--- src/hdl/tll_pkg.sv ---
// Shared types, constants and character helpers of the toy language lexer.
`default_nettype none

package tll_pkg;

    localparam int MAX_LEXEME = 32;
    localparam int LEN_W      = $clog2(MAX_LEXEME + 1);
    localparam int AW         = $clog2(MAX_LEXEME);
    localparam int KIND_W     = 5;
    localparam int KW_NUM     = 6;

    localparam logic [KIND_W-1:0] K_PRINT  = 5'd0;
    localparam logic [KIND_W-1:0] K_ID     = 5'd6;
    localparam logic [KIND_W-1:0] K_INT    = 5'd7;
    localparam logic [KIND_W-1:0] K_STR    = 5'd8;
    localparam logic [KIND_W-1:0] K_PLUS   = 5'd9;
    localparam logic [KIND_W-1:0] K_MINUS  = 5'd10;
    localparam logic [KIND_W-1:0] K_STAR   = 5'd11;
    localparam logic [KIND_W-1:0] K_SLASH  = 5'd12;
    localparam logic [KIND_W-1:0] K_BANG   = 5'd13;
    localparam logic [KIND_W-1:0] K_LPAREN = 5'd14;
    localparam logic [KIND_W-1:0] K_RPAREN = 5'd15;
    localparam logic [KIND_W-1:0] K_SC     = 5'd16;
    localparam logic [KIND_W-1:0] K_ERR    = 5'd17;
    localparam logic [KIND_W-1:0] K_DONE   = 5'd18;

    localparam logic [7:0] CH_NL     = 8'h0A;
    localparam logic [7:0] CH_QUOTE  = 8'h22;
    localparam logic [7:0] CH_DOLLAR = 8'h24;
    localparam logic [7:0] CH_LPAREN = 8'h28;
    localparam logic [7:0] CH_RPAREN = 8'h29;
    localparam logic [7:0] CH_STAR   = 8'h2A;
    localparam logic [7:0] CH_PLUS   = 8'h2B;
    localparam logic [7:0] CH_MINUS  = 8'h2D;
    localparam logic [7:0] CH_DOT    = 8'h2E;
    localparam logic [7:0] CH_SLASH  = 8'h2F;
    localparam logic [7:0] CH_SEMI   = 8'h3B;
    localparam logic [7:0] CH_BANG   = 8'h21;
    localparam logic [7:0] CH_BSLASH = 8'h5C;
    localparam logic [7:0] CH_UNDER  = 8'h5F;
    localparam logic [7:0] CH_LOW_N  = 8'h6E;

    // Keyword text, padded to eight positions so that any 3-bit index is in range.
    localparam logic [7:0] KW_TEXT [KW_NUM][8] = '{
        '{"P", "R", "I", "N", "T", 8'h00, 8'h00, 8'h00},
        '{"L", "E", "T", 8'h00, 8'h00, 8'h00, 8'h00, 8'h00},
        '{"I", "F", 8'h00, 8'h00, 8'h00, 8'h00, 8'h00, 8'h00},
        '{"L", "O", "O", "P", 8'h00, 8'h00, 8'h00, 8'h00},
        '{"B", "E", "G", "I", "N", 8'h00, 8'h00, 8'h00},
        '{"E", "N", "D", 8'h00, 8'h00, 8'h00, 8'h00, 8'h00}
    };
    localparam logic [LEN_W-1:0] KW_LEN [KW_NUM] = '{
        LEN_W'(5), LEN_W'(3), LEN_W'(2), LEN_W'(4), LEN_W'(5), LEN_W'(3)
    };

    typedef enum logic [2:0] {
        MODE_BEGIN   = 3'd0,
        MODE_IDENT   = 3'd1,
        MODE_INT     = 3'd2,
        MODE_STR     = 3'd3,
        MODE_ESC     = 3'd4,
        MODE_SLASH   = 3'd5,
        MODE_COMMENT = 3'd6
    } mode_t;

    typedef enum logic [3:0] {
        S_IDLE, S_DECODE, S_STRC, S_BEGINC, S_EMIT, S_QUOTE,
        S_EMPTY, S_RD, S_OUT, S_SINGLE, S_DONE
    } state_t;

    typedef struct packed {
        logic       command;
        logic [7:0] char_in;
    } in_item_t;

    typedef struct packed {
        logic [KIND_W-1:0] token_kind;
        logic              has_char;
        logic [7:0]        lexeme_char;
        logic              last_of_token;
        logic [15:0]       line_number;
        logic              truncated;
    } out_item_t;

    typedef struct packed {
        logic              app;
        logic [7:0]        app_char;
        logic              clr;
        logic              line_up;
        logic              rd_clr;
        logic              rd_inc;
        logic              out_load;
        logic              out_has;
        logic              out_from_ram;
        logic [7:0]        out_char;
        logic [KIND_W-1:0] out_kind;
        logic              out_last;
        logic              out_trunc;
    } dp_cmd_t;

    typedef struct packed {
        logic              out_free;
        logic              len_zero;
        logic              rd_last;
        logic              ovf;
        logic [KIND_W-1:0] kw_kind;
    } dp_stat_t;

    function automatic logic is_letter(input logic [7:0] c);
        return (c >= "a" && c <= "z") || (c >= "A" && c <= "Z");
    endfunction

    function automatic logic is_digit(input logic [7:0] c);
        return c >= "0" && c <= "9";
    endfunction

    function automatic logic is_esc_lit(input logic [7:0] c);
        return (c >= 8'd9 && c <= 8'd13) || (c >= 8'd32 && c <= 8'd126 && !is_digit(c));
    endfunction

    function automatic logic [7:0] to_upper(input logic [7:0] c);
        return (c >= "a" && c <= "z") ? c - 8'd32 : c;
    endfunction

endpackage

`default_nettype wire

--- src/hdl/toy_language_lexer.sv ---
// Top level of the toy language lexer: controller and datapath.
`default_nettype none

// The lexer takes one item at a time: a character byte, or an end-of-input
// mark, and turns the stream into tokens, one result item per lexeme
// character (or a single item with no character for an empty lexeme). An item
// that yields no result passes through acceptance and decode only. A token
// held in the lexeme buffer is then read out of a 32-entry RAM with a
// registered read port, each character through a read state and an output
// state, after a state that starts the readout. A leading quote on an
// unterminated string, a single-character token, an empty lexeme and DONE
// each have an output state of their own; every output state waits while the
// output register is stalled. A token ended by a character that is not its
// own is followed by a further decode step that rescans that character, and
// so does a backslash that turns out literal inside a string. The output
// register lets the controller move on while the last result waits. The line
// counter resets to 1 and is loaded with cfg_data by a configuration write.
module toy_language_lexer (
    input  wire logic              clk,
    input  wire logic              rst_n,
    input  wire logic              in_valid,
    output logic                   in_stall,
    input  wire tll_pkg::in_item_t in_item,
    output logic                   out_valid,
    input  wire logic              out_stall,
    output tll_pkg::out_item_t     out_item,
    input  wire logic              cfg_valid,
    output logic                   cfg_ready,
    input  wire logic [15:0]       cfg_data
);
    import tll_pkg::*;

    dp_cmd_t  cmd;
    dp_stat_t stat;

    // Scanner modes and sequencing live in the controller.
    tll_ctrl u_ctrl (
        .clk      (clk),
        .rst_n    (rst_n),
        .in_valid (in_valid),
        .in_stall (in_stall),
        .in_item  (in_item),
        .cmd      (cmd),
        .stat     (stat)
    );

    // Buffer, keyword match, line count and the result register.
    tll_dpath u_dpath (
        .clk       (clk),
        .rst_n     (rst_n),
        .cmd       (cmd),
        .stat      (stat),
        .cfg_valid (cfg_valid),
        .cfg_ready (cfg_ready),
        .cfg_data  (cfg_data),
        .out_valid (out_valid),
        .out_stall (out_stall),
        .out_item  (out_item)
    );

endmodule

`default_nettype wire

--- src/hdl/tll_ram.sv ---
// Generic single-write, single-read RAM with registered read data.
`default_nettype none

module tll_ram #(
    parameter int WIDTH = 8,
    parameter int DEPTH = 32
) (
    input  wire logic                     clk,
    input  wire logic                     we,
    input  wire logic [$clog2(DEPTH)-1:0] waddr,
    input  wire logic [WIDTH-1:0]         wdata,
    input  wire logic [$clog2(DEPTH)-1:0] raddr,
    output logic      [WIDTH-1:0]         rdata
);

    logic [WIDTH-1:0] mem [DEPTH];
    logic [WIDTH-1:0] rdata_reg;

    always_ff @(posedge clk)
    begin
        if (we)
        begin
            mem[waddr] <= wdata;
        end
        rdata_reg <= mem[raddr];
    end

    assign rdata = rdata_reg;

endmodule

`default_nettype wire

--- src/hdl/tll_dpath.sv ---
// Lexer datapath: lexeme buffer, keyword tracking, line counter and output register.
`default_nettype none

module tll_dpath (
    input  wire logic                clk,
    input  wire logic                rst_n,
    input  wire tll_pkg::dp_cmd_t    cmd,
    output tll_pkg::dp_stat_t        stat,
    input  wire logic                cfg_valid,
    output logic                     cfg_ready,
    input  wire logic [15:0]         cfg_data,
    output logic                     out_valid,
    input  wire logic                out_stall,
    output tll_pkg::out_item_t       out_item
);
    import tll_pkg::*;

    logic [LEN_W-1:0]  len_reg, len_next, base_len;
    logic              ovf_reg, ovf_next;
    logic [KW_NUM-1:0] match_reg, match_next, base_match;
    logic [15:0]       line_reg;
    logic [LEN_W-1:0]  rd_reg;
    logic              out_valid_reg;
    out_item_t         out_item_reg;
    logic              ram_we;
    logic [7:0]        ram_rdata;
    logic [7:0]        up_char;
    logic [KIND_W-1:0] kw_kind;

    tll_ram #(.WIDTH(8), .DEPTH(MAX_LEXEME)) u_buf (
        .clk   (clk),
        .we    (ram_we),
        .waddr (base_len[AW-1:0]),
        .wdata (cmd.app_char),
        .raddr (rd_reg[AW-1:0]),
        .rdata (ram_rdata)
    );

    // A clear and an append in the same cycle start a new lexeme with that character.
    always_comb
    begin
        base_len   = cmd.clr ? '0 : len_reg;
        base_match = cmd.clr ? '1 : match_reg;
        ovf_next   = cmd.clr ? 1'b0 : ovf_reg;
        len_next   = base_len;
        match_next = base_match;
        ram_we     = 1'b0;
        up_char    = to_upper(cmd.app_char);
        if (cmd.app)
        begin
            if (base_len < LEN_W'(MAX_LEXEME))
            begin
                ram_we   = 1'b1;
                len_next = base_len + LEN_W'(1);
                for (int k = 0; k < KW_NUM; k++)
                begin
                    match_next[k] = base_match[k] && (base_len < KW_LEN[k])
                                    && (up_char == KW_TEXT[k][base_len[2:0]]);
                end
            end
            else
            begin
                ovf_next = 1'b1;
            end
        end
    end

    always_comb
    begin
        kw_kind = K_ID;
        if (!ovf_reg)
        begin
            for (int k = KW_NUM - 1; k >= 0; k--)
            begin
                if (match_reg[k] && len_reg == KW_LEN[k])
                begin
                    kw_kind = KIND_W'(k);
                end
            end
        end
    end

    always_ff @(posedge clk or negedge rst_n)
    begin
        if (!rst_n)
        begin
            len_reg       <= '0;
            ovf_reg       <= 1'b0;
            match_reg     <= '1;
            line_reg      <= 16'd1;
            rd_reg        <= '0;
            out_valid_reg <= 1'b0;
        end
        else
        begin
            len_reg   <= len_next;
            ovf_reg   <= ovf_next;
            match_reg <= match_next;
            if (cfg_valid)
            begin
                line_reg <= cfg_data;
            end
            else if (cmd.line_up && line_reg != 16'hFFFF)
            begin
                line_reg <= line_reg + 16'd1;
            end
            if (cmd.rd_clr)
            begin
                rd_reg <= '0;
            end
            else if (cmd.rd_inc)
            begin
                rd_reg <= rd_reg + LEN_W'(1);
            end
            if (cmd.out_load)
            begin
                out_valid_reg <= 1'b1;
            end
            else if (!out_stall)
            begin
                out_valid_reg <= 1'b0;
            end
        end
    end

    always_ff @(posedge clk)
    begin
        if (cmd.out_load)
        begin
            out_item_reg.token_kind    <= cmd.out_kind;
            out_item_reg.has_char      <= cmd.out_has;
            out_item_reg.lexeme_char   <= !cmd.out_has ? 8'd0 :
                                          cmd.out_from_ram ? ram_rdata : cmd.out_char;
            out_item_reg.last_of_token <= cmd.out_last;
            out_item_reg.line_number   <= line_reg;
            out_item_reg.truncated     <= cmd.out_trunc;
        end
    end

    assign stat.out_free = !out_valid_reg || !out_stall;
    assign stat.len_zero = (len_reg == '0);
    assign stat.rd_last  = ((rd_reg + LEN_W'(1)) == len_reg);
    assign stat.ovf      = ovf_reg;
    assign stat.kw_kind  = kw_kind;
    assign cfg_ready     = 1'b1;
    assign out_valid     = out_valid_reg;
    assign out_item      = out_item_reg;

    a_len_bound: assert property (@(posedge clk) disable iff (!rst_n)
        len_reg <= LEN_W'(MAX_LEXEME))
        else $error("lexeme length beyond buffer");
    a_no_char_zero: assert property (@(posedge clk) disable iff (!rst_n)
        out_valid_reg && !out_item_reg.has_char |-> out_item_reg.lexeme_char == 8'd0)
        else $error("result without character carries a character");
    a_done_shape: assert property (@(posedge clk) disable iff (!rst_n)
        out_valid_reg && out_item_reg.token_kind == K_DONE
        |-> out_item_reg.last_of_token && !out_item_reg.truncated)
        else $error("malformed DONE result");
    a_ram_read_in_range: assert property (@(posedge clk) disable iff (!rst_n)
        cmd.rd_inc |-> rd_reg < len_reg)
        else $error("buffer read beyond lexeme");

endmodule

`default_nettype wire

--- src/hdl/tll_ctrl.sv ---
// Lexer controller: scanner mode, item decode and token emission sequencing.
`default_nettype none

module tll_ctrl (
    input  wire logic              clk,
    input  wire logic              rst_n,
    input  wire logic              in_valid,
    output logic                   in_stall,
    input  wire tll_pkg::in_item_t in_item,
    output tll_pkg::dp_cmd_t       cmd,
    input  wire tll_pkg::dp_stat_t stat
);
    import tll_pkg::*;

    typedef enum logic [2:0] {ACT_NONE, ACT_EMIT, ACT_SINGLE, ACT_STRC, ACT_DONE} act_t;

    typedef struct packed {
        logic              app;
        logic [7:0]        app_char;
        logic              clr;
        logic              line_up;
        logic              set_mode;
        mode_t             mode;
        act_t              act;
        logic [KIND_W-1:0] kind;
        logic              quote;
        logic [7:0]        ch;
        state_t            after;
    } plan_t;

    state_t            state_reg, state_next, after_reg, after_next;
    mode_t             mode_reg, mode_next;
    logic              cmd_reg, cmd_next, quote_reg, quote_next;
    logic [7:0]        ch_reg, ch_next, sch_reg, sch_next;
    logic [KIND_W-1:0] kind_reg, kind_next;
    plan_t             plan;

    function automatic plan_t plan_init();
        plan_t p;
        p          = '0;
        p.mode     = MODE_BEGIN;
        p.act      = ACT_NONE;
        p.after    = S_IDLE;
        return p;
    endfunction

    function automatic plan_t begin_plan(input logic [7:0] c);
        plan_t p;
        p          = plan_init();
        p.clr      = 1'b1;
        p.set_mode = 1'b1;
        p.ch       = c;
        if (is_letter(c))
        begin
            p.app = 1'b1; p.app_char = c; p.mode = MODE_IDENT;
        end
        else if (is_digit(c))
        begin
            p.app = 1'b1; p.app_char = c; p.mode = MODE_INT;
        end
        else
        begin
            unique case (c)
                CH_QUOTE:  p.mode = MODE_STR;
                CH_SLASH:  p.mode = MODE_SLASH;
                CH_PLUS:   begin p.act = ACT_SINGLE; p.kind = K_PLUS;   end
                CH_MINUS:  begin p.act = ACT_SINGLE; p.kind = K_MINUS;  end
                CH_STAR:   begin p.act = ACT_SINGLE; p.kind = K_STAR;   end
                CH_LPAREN: begin p.act = ACT_SINGLE; p.kind = K_LPAREN; end
                CH_RPAREN: begin p.act = ACT_SINGLE; p.kind = K_RPAREN; end
                CH_SEMI:   begin p.act = ACT_SINGLE; p.kind = K_SC;     end
                CH_BANG:   begin p.act = ACT_SINGLE; p.kind = K_BANG;   end
                CH_DOT, CH_UNDER, CH_DOLLAR:
                           begin p.act = ACT_SINGLE; p.kind = K_ERR;    end
                CH_NL:     p.line_up = 1'b1;
                default:   p.line_up = 1'b0;
            endcase
        end
        return p;
    endfunction

    function automatic plan_t str_plan(input logic [7:0] c);
        plan_t p;
        p = plan_init();
        if (c == CH_QUOTE)
        begin
            p.act = ACT_EMIT; p.kind = K_STR; p.set_mode = 1'b1;
        end
        else if (c == CH_BSLASH)
        begin
            p.set_mode = 1'b1; p.mode = MODE_ESC;
        end
        else if (c == CH_NL)
        begin
            p.app = 1'b1; p.app_char = CH_NL; p.act = ACT_EMIT; p.kind = K_ERR;
            p.quote = 1'b1; p.set_mode = 1'b1;
        end
        else
        begin
            p.app = 1'b1; p.app_char = c;
        end
        return p;
    endfunction

    // What one decode step does: appends, clear, line count, mode change and the next sequencing action.
    always_comb
    begin
        plan = plan_init();
        unique case (state_reg)
            S_DECODE:
            begin
                if (cmd_reg)
                begin
                    plan.after = S_DONE;
                    plan.act   = ACT_EMIT;
                    unique case (mode_reg)
                        MODE_IDENT: plan.kind = stat.kw_kind;
                        MODE_INT:   plan.kind = K_INT;
                        MODE_ESC:
                        begin
                            plan.app = 1'b1; plan.app_char = CH_BSLASH;
                            plan.kind = K_ERR; plan.quote = 1'b1;
                        end
                        MODE_STR:   begin plan.kind = K_ERR; plan.quote = 1'b1; end
                        MODE_SLASH:
                        begin
                            plan.act = ACT_SINGLE; plan.kind = K_SLASH; plan.ch = CH_SLASH;
                        end
                        default:    plan.act = ACT_DONE;
                    endcase
                end
                else
                begin
                    unique case (mode_reg)
                        MODE_IDENT:
                        begin
                            if (is_letter(ch_reg) || is_digit(ch_reg))
                            begin
                                plan.app = 1'b1; plan.app_char = ch_reg;
                            end
                            else
                            begin
                                plan.act = ACT_EMIT; plan.kind = stat.kw_kind;
                                plan.after = S_BEGINC;
                            end
                        end
                        MODE_INT:
                        begin
                            if (is_digit(ch_reg))
                            begin
                                plan.app = 1'b1; plan.app_char = ch_reg;
                            end
                            else if (is_letter(ch_reg))
                            begin
                                plan.app = 1'b1; plan.app_char = ch_reg;
                                plan.act = ACT_EMIT; plan.kind = K_ERR; plan.set_mode = 1'b1;
                            end
                            else
                            begin
                                plan.act = ACT_EMIT; plan.kind = K_INT;
                                plan.after = S_BEGINC;
                            end
                        end
                        MODE_STR: plan = str_plan(ch_reg);
                        MODE_ESC:
                        begin
                            plan.set_mode = 1'b1;
                            plan.mode     = MODE_STR;
                            plan.app      = 1'b1;
                            if (is_esc_lit(ch_reg))
                            begin
                                plan.app_char = (ch_reg == CH_LOW_N) ? CH_NL : ch_reg;
                            end
                            else
                            begin
                                plan.app_char = CH_BSLASH;
                                plan.act      = ACT_STRC;
                            end
                        end
                        MODE_SLASH:
                        begin
                            if (ch_reg == CH_SLASH)
                            begin
                                plan.set_mode = 1'b1; plan.mode = MODE_COMMENT;
                            end
                            else
                            begin
                                plan.act = ACT_SINGLE; plan.kind = K_SLASH;
                                plan.ch = CH_SLASH; plan.after = S_BEGINC;
                            end
                        end
                        MODE_COMMENT:
                        begin
                            if (ch_reg == CH_NL)
                            begin
                                plan.line_up = 1'b1; plan.set_mode = 1'b1;
                            end
                        end
                        default: plan = begin_plan(ch_reg);
                    endcase
                end
            end
            S_STRC:   plan = str_plan(ch_reg);
            S_BEGINC: plan = begin_plan(ch_reg);
            default:  plan = plan_init();
        endcase
    end

    always_comb
    begin
        state_next = state_reg;
        mode_next  = mode_reg;
        after_next = after_reg;
        cmd_next   = cmd_reg;
        ch_next    = ch_reg;
        kind_next  = kind_reg;
        quote_next = quote_reg;
        sch_next   = sch_reg;
        unique case (state_reg)
            S_IDLE:
            begin
                if (in_valid)
                begin
                    cmd_next   = in_item.command;
                    ch_next    = in_item.char_in;
                    state_next = S_DECODE;
                end
            end
            S_DECODE, S_STRC, S_BEGINC:
            begin
                if (plan.set_mode)
                begin
                    mode_next = plan.mode;
                end
                kind_next  = plan.kind;
                quote_next = plan.quote;
                sch_next   = plan.ch;
                after_next = plan.after;
                unique case (plan.act)
                    ACT_EMIT:   state_next = S_EMIT;
                    ACT_SINGLE: state_next = S_SINGLE;
                    ACT_STRC:   state_next = S_STRC;
                    ACT_DONE:   state_next = S_DONE;
                    default:    state_next = S_IDLE;
                endcase
            end
            S_EMIT:
            begin
                if (quote_reg)
                begin
                    state_next = S_QUOTE;
                end
                else if (stat.len_zero)
                begin
                    state_next = S_EMPTY;
                end
                else
                begin
                    state_next = S_RD;
                end
            end
            S_QUOTE:
            begin
                if (stat.out_free)
                begin
                    state_next = stat.len_zero ? after_reg : S_RD;
                end
            end
            S_EMPTY, S_SINGLE:
            begin
                if (stat.out_free)
                begin
                    state_next = after_reg;
                end
            end
            S_RD: state_next = S_OUT;
            S_OUT:
            begin
                if (stat.out_free)
                begin
                    state_next = stat.rd_last ? after_reg : S_RD;
                end
            end
            S_DONE:
            begin
                if (stat.out_free)
                begin
                    mode_next  = MODE_BEGIN;
                    state_next = S_IDLE;
                end
            end
            default: state_next = S_IDLE;
        endcase
    end

    always_comb
    begin
        cmd          = '0;
        cmd.out_kind = kind_reg;
        cmd.out_char = sch_reg;
        in_stall     = (state_reg != S_IDLE);
        unique case (state_reg)
            S_DECODE, S_STRC, S_BEGINC:
            begin
                cmd.app      = plan.app;
                cmd.app_char = plan.app_char;
                cmd.clr      = plan.clr;
                cmd.line_up  = plan.line_up;
            end
            S_EMIT: cmd.rd_clr = 1'b1;
            S_QUOTE:
            begin
                cmd.out_load  = stat.out_free;
                cmd.out_has   = 1'b1;
                cmd.out_char  = CH_QUOTE;
                cmd.out_last  = stat.len_zero;
                cmd.out_trunc = stat.ovf;
                cmd.clr       = stat.out_free && stat.len_zero;
            end
            S_EMPTY:
            begin
                cmd.out_load  = stat.out_free;
                cmd.out_last  = 1'b1;
                cmd.out_trunc = stat.ovf;
                cmd.clr       = stat.out_free;
            end
            S_OUT:
            begin
                cmd.out_load     = stat.out_free;
                cmd.out_has      = 1'b1;
                cmd.out_from_ram = 1'b1;
                cmd.out_last     = stat.rd_last;
                cmd.out_trunc    = stat.ovf;
                cmd.rd_inc       = stat.out_free;
                cmd.clr          = stat.out_free && stat.rd_last;
            end
            S_SINGLE:
            begin
                cmd.out_load = stat.out_free;
                cmd.out_has  = 1'b1;
                cmd.out_last = 1'b1;
            end
            S_DONE:
            begin
                cmd.out_load = stat.out_free;
                cmd.out_kind = K_DONE;
                cmd.out_last = 1'b1;
                cmd.clr      = stat.out_free;
            end
            default: cmd.clr = 1'b0;
        endcase
    end

    always_ff @(posedge clk or negedge rst_n)
    begin
        if (!rst_n)
        begin
            state_reg <= S_IDLE;
            mode_reg  <= MODE_BEGIN;
            after_reg <= S_IDLE;
            quote_reg <= 1'b0;
        end
        else
        begin
            state_reg <= state_next;
            mode_reg  <= mode_next;
            after_reg <= after_next;
            quote_reg <= quote_next;
        end
    end

    always_ff @(posedge clk)
    begin
        cmd_reg  <= cmd_next;
        ch_reg   <= ch_next;
        kind_reg <= kind_next;
        sch_reg  <= sch_next;
    end

    a_out_after_rd: assert property (@(posedge clk) disable iff (!rst_n)
        state_reg == S_OUT |-> $past(state_reg) == S_RD || $past(state_reg) == S_OUT)
        else $error("buffer output without a read");
    a_accept_decode: assert property (@(posedge clk) disable iff (!rst_n)
        state_reg == S_IDLE && in_valid |=> state_reg == S_DECODE)
        else $error("accepted item not decoded");
    a_after_target: assert property (@(posedge clk) disable iff (!rst_n)
        after_reg == S_IDLE || after_reg == S_BEGINC || after_reg == S_DONE)
        else $error("bad continuation after token");

endmodule

`default_nettype wire
--- config.mk ---
export PLATFORM = sky130hd
export DESIGN_NAME = toy_language_lexer
export DESIGN_NICKNAME = d
export VERILOG_FILES = /design/src/hdl/tll_pkg.sv /design/src/hdl/toy_language_lexer.sv /design/src/hdl/tll_ram.sv /design/src/hdl/tll_dpath.sv /design/src/hdl/tll_ctrl.sv
export SDC_FILE = /design/constraint.sdc
export NUM_CORES = 1
export LEC_CHECK = 0
export ABC_CLOCK_PERIOD_IN_PS = 4700
export BUFFER_PORTS_ARGS = -buffer_cell sky130_fd_sc_hd__buf_2
export CELL_PAD_IN_SITES_DETAIL_PLACEMENT = 1
export CELL_PAD_IN_SITES_GLOBAL_PLACEMENT = 2
export CORE_ASPECT_RATIO = 1.25
export CORE_MARGIN = 5
export CORE_UTILIZATION = 45
export DETAILED_ROUTE_END_ITERATION = 16
export PLACE_DENSITY_LB_ADDON = 0.1
export SYNTH_ARGS = -nofsm -noshare
export SYNTH_HDL_FRONTEND = slang
export SYNTH_HIERARCHICAL = 1
export SYNTH_SLANG_ARGS = --single-unit
--- constraint.sdc ---
create_clock -name clk -period 4.7 [get_ports clk]
set_input_delay 0.705 -clock clk [delete_from_list [all_inputs] [get_ports clk]]
set_output_delay 0.705 -clock clk [all_outputs]
set_load 0.005 [all_outputs]
Word-level counts from Yosys, hierarchy flattened

Memory sizes are Yosys's and may differ from the RTL's. A register that Yosys moved wholly into a read port is not among the register bits.
Cells that the tools add are included.

Flip-flop bits (word level): 102
RAM bits: 256
Bits in read-only memories: 384
Output and inout bits: 35
Word-level logic and storage cells: 287
Memories kept: 7

Add/subtract/negate cells: 4
Magnitude comparators: 18
Eq/ne operators: 54
Muxes and demuxes: 123
Bitwise logic cells: 1
Reductions and logical operators: 60

Memories:

| memory            | words | width | rd ports | clocked after memory_dff | write ports | RTL line        | RTL |
|---|---|---|---|---|---|---|---|
| u_dpath.u_buf.mem | 32    | 8     | 1        | 1                        | 1           | tll_ram.sv:16   | `logic [WIDTH-1:0] mem [DEPTH];` |
| (name not given)  | 8     | 8     | 1        | 0                        | 0           | tll_dpath.sv:58 | `&& (up_char == KW_TEXT[k][base_len[2:0]]);` |
| (name not given)  | 8     | 8     | 1        | 0                        | 0           | tll_dpath.sv:58 |  |
| (name not given)  | 8     | 8     | 1        | 0                        | 0           | tll_dpath.sv:58 |  |
| (name not given)  | 8     | 8     | 1        | 0                        | 0           | tll_dpath.sv:58 |  |
| (name not given)  | 8     | 8     | 1        | 0                        | 0           | tll_dpath.sv:58 |  |
| +1 memories       | n/a   | n/a   | n/a      | n/a                      | n/a         | n/a             |  |

Operators with widths:

| kind                                                            | count |
|---|---|
| two-way mux 8 bit                                               | 20 |
| one-hot mux 36 bit (3 select lines)                             | 1 |
| two-way mux 9 bit                                               | 10 |
| == test 8 x 6 -> 1 bit (second input constant)                  | 11 |
| two-way mux 6 bit                                               | 12 |
| one-hot mux 7 bit (8 select lines)                              | 1 |
| == test 8 bit                                                   | 6 |
| one-hot mux 9 bit (5 select lines)                              | 1 |
| two-way mux 4 bit                                               | 10 |
| less-or-equal comparator 8 x 7 -> 1 bit (second input constant) | 4 |
| two-way mux 16 bit                                              | 2 |
| one-hot mux 4 bit (8 select lines)                              | 1 |
| two-way mux 3 bit                                               | 10 |
| logical AND 1 bit                                               | 28 |
| two-way mux 7 bit                                               | 4 |
| two-way mux 1 bit                                               | 27 |
| one-hot mux 5 bit (5 select lines)                              | 1 |
| == test 8 x 7 -> 1 bit (second input constant)                  | 3 |
| >= comparator 8 x 7 -> 1 bit (second input constant)            | 3 |
| two-way mux 21 bit                                              | 1 |
| one-hot mux 5 bit (4 select lines)                              | 1 |
| one-hot mux 3 bit (2 select lines)                              | 3 |
| one-hot mux 3 bit (6 select lines)                              | 1 |
| OR reduction 3 bit                                              | 6 |
| other kinds (50)                                                | 93 |

Depth between registers and ports, before layout

Word-level depth: 23
Depth in mapped cells: 19
Depth with buffers taken out: 18

Modules after synthesis

Netlist, hierarchy kept.

By module, submodules not included:

| module    | times used | cells each | area an instance (um^2) |
|---|---|---|---|
| tll_ram   | 1          | 417        | 10053.4 |
| tll_dpath | 1          | 393        | 3930.0 |
| tll_ctrl  | 1          | 354        | 2939.1 |

Worst setup path before layout

OpenSTA, ideal clock, no wires.

Path kind: register -> register
From: reg u_ctrl.state_reg[1]
To: mem u_dpath.u_buf.mem[28][0], enable pin
Setup time: 0.370 ns
Arrival time: 3.494 ns
Setup slack: 0.835 ns
Cell stages (with the launch flop): 13
Path buffers: 4
Period minus slack after synthesis: 3.865 ns
Cells stage by stage: dfrtp_1 -> clkbuf_1 -> nor4b_1 -> nand2_1 -> clkbuf_1 -> o21ai_0 -> a21o_1 -> clkbuf_1 -> o21ai_1 -> inv_1 -> or3b_2 -> clkbuf_1 -> nor2_1

RTL lines:

| what                   | RTL line        | RTL |
|---|---|---|
| from (decl)            | tll_ctrl.sv:31  | `state_t state_reg, state_next, after_reg, after_next;` |
| from (signal assigned) | tll_ctrl.sv:365 | `state_reg <= state_next;` |
| to (decl)              | tll_ram.sv:16   |  |

==> reports/results.tsv <==
metric	value	unit
Startpoint Class	register	
critical path class	reg2reg	
Antenna diodes	0	
worst skew pair latency	560	ps
FF+latch count, synth	365	
Setup TNS	0	ps
H-tree depth	2	
CP max-delay cell	or4b_1	
share of cells above drive strength 1	25.15	%
Internal	7.037	mW
most frequent cells in the layout	310 x edfxtp_1, 83 x nor2_1, 80 x mux4_2	
max_slew headroom	29.58	%
Gate Count Post-Synth	1164	
outcome	finished clean	
sequential power share	40.9	%
DP HPWL	29.63	mm
Final nets	1314	
CTS clk-pin slew, worst paths	60	ps
unrepaired setup endpoints after global routing	no	
Max-Cap Viols	0	
DR WL/cell	24.58	um
RD Place Congestion	0.8787	
Synth async-reset ratio	12.88	%
Post-DP Area	18080	um^2
num rows	79	
Post-CTS Resized	0	
Worst EP required	5150	ps
post-route cell area	19310	um^2
vias in the first global route	11099	
Clk pwr share	28.3	%
Worst Tran Pin Value	1056	ps
vias per cell	5.859	
number of enable flip-flop cells after synthesis	310	
Seq/Total Area, Yosys	62.96	%
Cell variety after synth	84	
part of the power in combinational logic	30.7	%
WP data arrival	4540	ps
TritonCTS clock tree	done	
core footprint	37170	um^2
Pre-Repair DR Iteration Count	4	
max reg flops	256	
TritonCTS Buffers	39	
Fin. Hold Viols	0	
Max clock buf depth	3	
Leakage	6.767	nW
VDD IR max	0.3451	mV
clock sinks	365	
Area growth syn-to-layout	14.14	%
worst setup path startpoint	u_ctrl/ch_reg[4]	
final period utilization	87.14	%
crit-path cells	or4b_1 -> o31ai_2 -> nor2_1 -> a21o_1 -> a221o_1 -> a21o_1 -> or4_4 -> o221ai_2 -> and4_1 -> o2111ai_1 -> o31ai_2	
Die H	226.8	um
die area	41610	um^2
yosys warns	6	
Net Sw Frac	32.48	%
first-pass GRT wire length	68.11	mm
slowest cell delay on critical path	730	ps
Total Routing Usage GR	21.40	%
CP Max Fanout	12	
CP delay by family, top	compound AO/OA/AOI/OAI gates	
count of input and output buffers	63	
I/O pin count	65	
Via Count	10465	
crit path capture type	register	
Initial Util	45.53	%
Post-synth top flop	edfxtp_1	
DRC violations left	0	
final antenna-violating net count	0	
DR iter-0 viols	827	
worst r2r src	u_ctrl/ch_reg[4]	
Post-CTS Setup Inserts	0	
Syn Std Cell Area	16920	um^2
most common cell after layout, fill and taps aside	edfxtp_1	
Mapped Avg Cell Area	14.54	um^2
Min-Delay Path Class	in2async	
Slew Viols, Final	0	
cell area power density	539.6	nW/um^2
CP bufs+invs	0	
routed wire length	43.90	mm
total gr overflow	0	
Setup-failing EPs final	0	
Layout Skew	29.97	ps
initial antenna violation count	2	
fin crit period	4095	ps
largest net degree at the start of global routing	69	
cts-stage hold buffer count	0	
Clock Tree Root	clkbuf_16	
Net Switching	3.384	mW
Max Fclk	244.2	MHz
Die Span X	183.5	um
-- routing by layer --
layer	up-vias	track usage, %	part of all wire (%)
met5	-	0	0.055
met4	4	7.452	3.6
met3	88	2.985	3.7
met2	228	37.19	51
met1	5393	27.62	42
li1	4752	-	-
-- cell usage after synthesis (11+ instances only) --
cell | instances | area share, %
a21o_1 | 12 | 0.53
a21oi_1 | 36 | 1.1
buf_4 | 11 | 0.49
clkbuf_1 | 45 | 1.0
dfrtp_1 | 40 | 5.9
edfxtp_1 | 310 | 55
ha_1 | 14 | 1.0
inv_1 | 24 | 0.53
mux2_2 | 17 | 1.1
mux2i_1 | 12 | 0.71
mux4_2 | 80 | 11
nand2_1 | 62 | 1.4
nand2b_1 | 13 | 0.48
nand3_1 | 21 | 0.62
nand4_1 | 15 | 0.55
nor2_1 | 83 | 1.8
nor2b_1 | 29 | 1.1
nor3_1 | 18 | 0.53
o211ai_1 | 13 | 0.58
o21ai_0 | 55 | 1.6
xnor2_1 | 21 | 1.1
xor2_1 | 17 | 0.88
-- cell type report --
class	instances	area [um^2]
inverters	25	93.84
clock buffers	50	1027
repair buffers	137	870.8
well taps	486	608.1
clock inverters	21	210.2
multi-input cells	702	5846
flip-flops and latches	365	10660
fillers	3615	17850
-- kinds of logic after synthesis --
logic type | synth area share (%)
compound gates | 8.762
xor+xnor | 1.967
fa+ha+maj | 1.094
buf+inv | 2.529
flops | 62.96
mux | 12.49
other cells | 0.04438
simple gates | 10.16
-- final timing paths --
kind,end,slack [ps],depth (start not counted)
min in group clk,u_ctrl/ch_reg[3],340,1
worst min register to register,u_ctrl/after_reg[1],500,2
max in group asynchronous,u_dpath/rd_reg[0],3690,2
worst min-delay path,u_dpath/line_reg[14],60,1
worst max register to register,u_dpath/match_reg[5],600,11
worst max-delay path,u_dpath/match_reg[5],600,11
-- worst register-to-register path, delay by kind of cell, from the launching register on --
kind	cells	cell delay, ps
AOI/OAI and AO/OA	7	1950
and+or+nand+nor	4	1520
DFF	1	550
-- through the flow --
| stage | total power, mW | hold slack [ps] | utilization, % | setup slack, ps | std cells |
|---|---|---|---|---|---|
| after floorplan | 6.464 | 409.4 | - | 835.2 | 1165 |
| after global placement | 7.524 | 481.8 | 48.64 | 703.3 | 1715 |
| after detailed placement | 7.569 | 484.5 | 48.64 | 645.8 | 1715 |
| after CTS | 10.58 | 36.05 | 51.97 | 631.9 | 1786 |
| after global routing | 10.99 | 56.32 | 51.97 | 340.1 | 1786 |
| final | 10.42 | 64.25 | 51.97 | 604.5 | 1786 |
-- power groups by stage --
stage                     sequential (mW)  combinational (mW)  clock (mW)
after floorplan                      4.22                2.24           0
after global placement               4.33                3.20           0
after detailed placement             4.33                3.23           0
after CTS                            4.27                3.25        3.05
after global routing                 4.30                3.50        3.19
final                                4.27                3.20        2.95
Note: power is estimated with default switching activity, not from simulation.
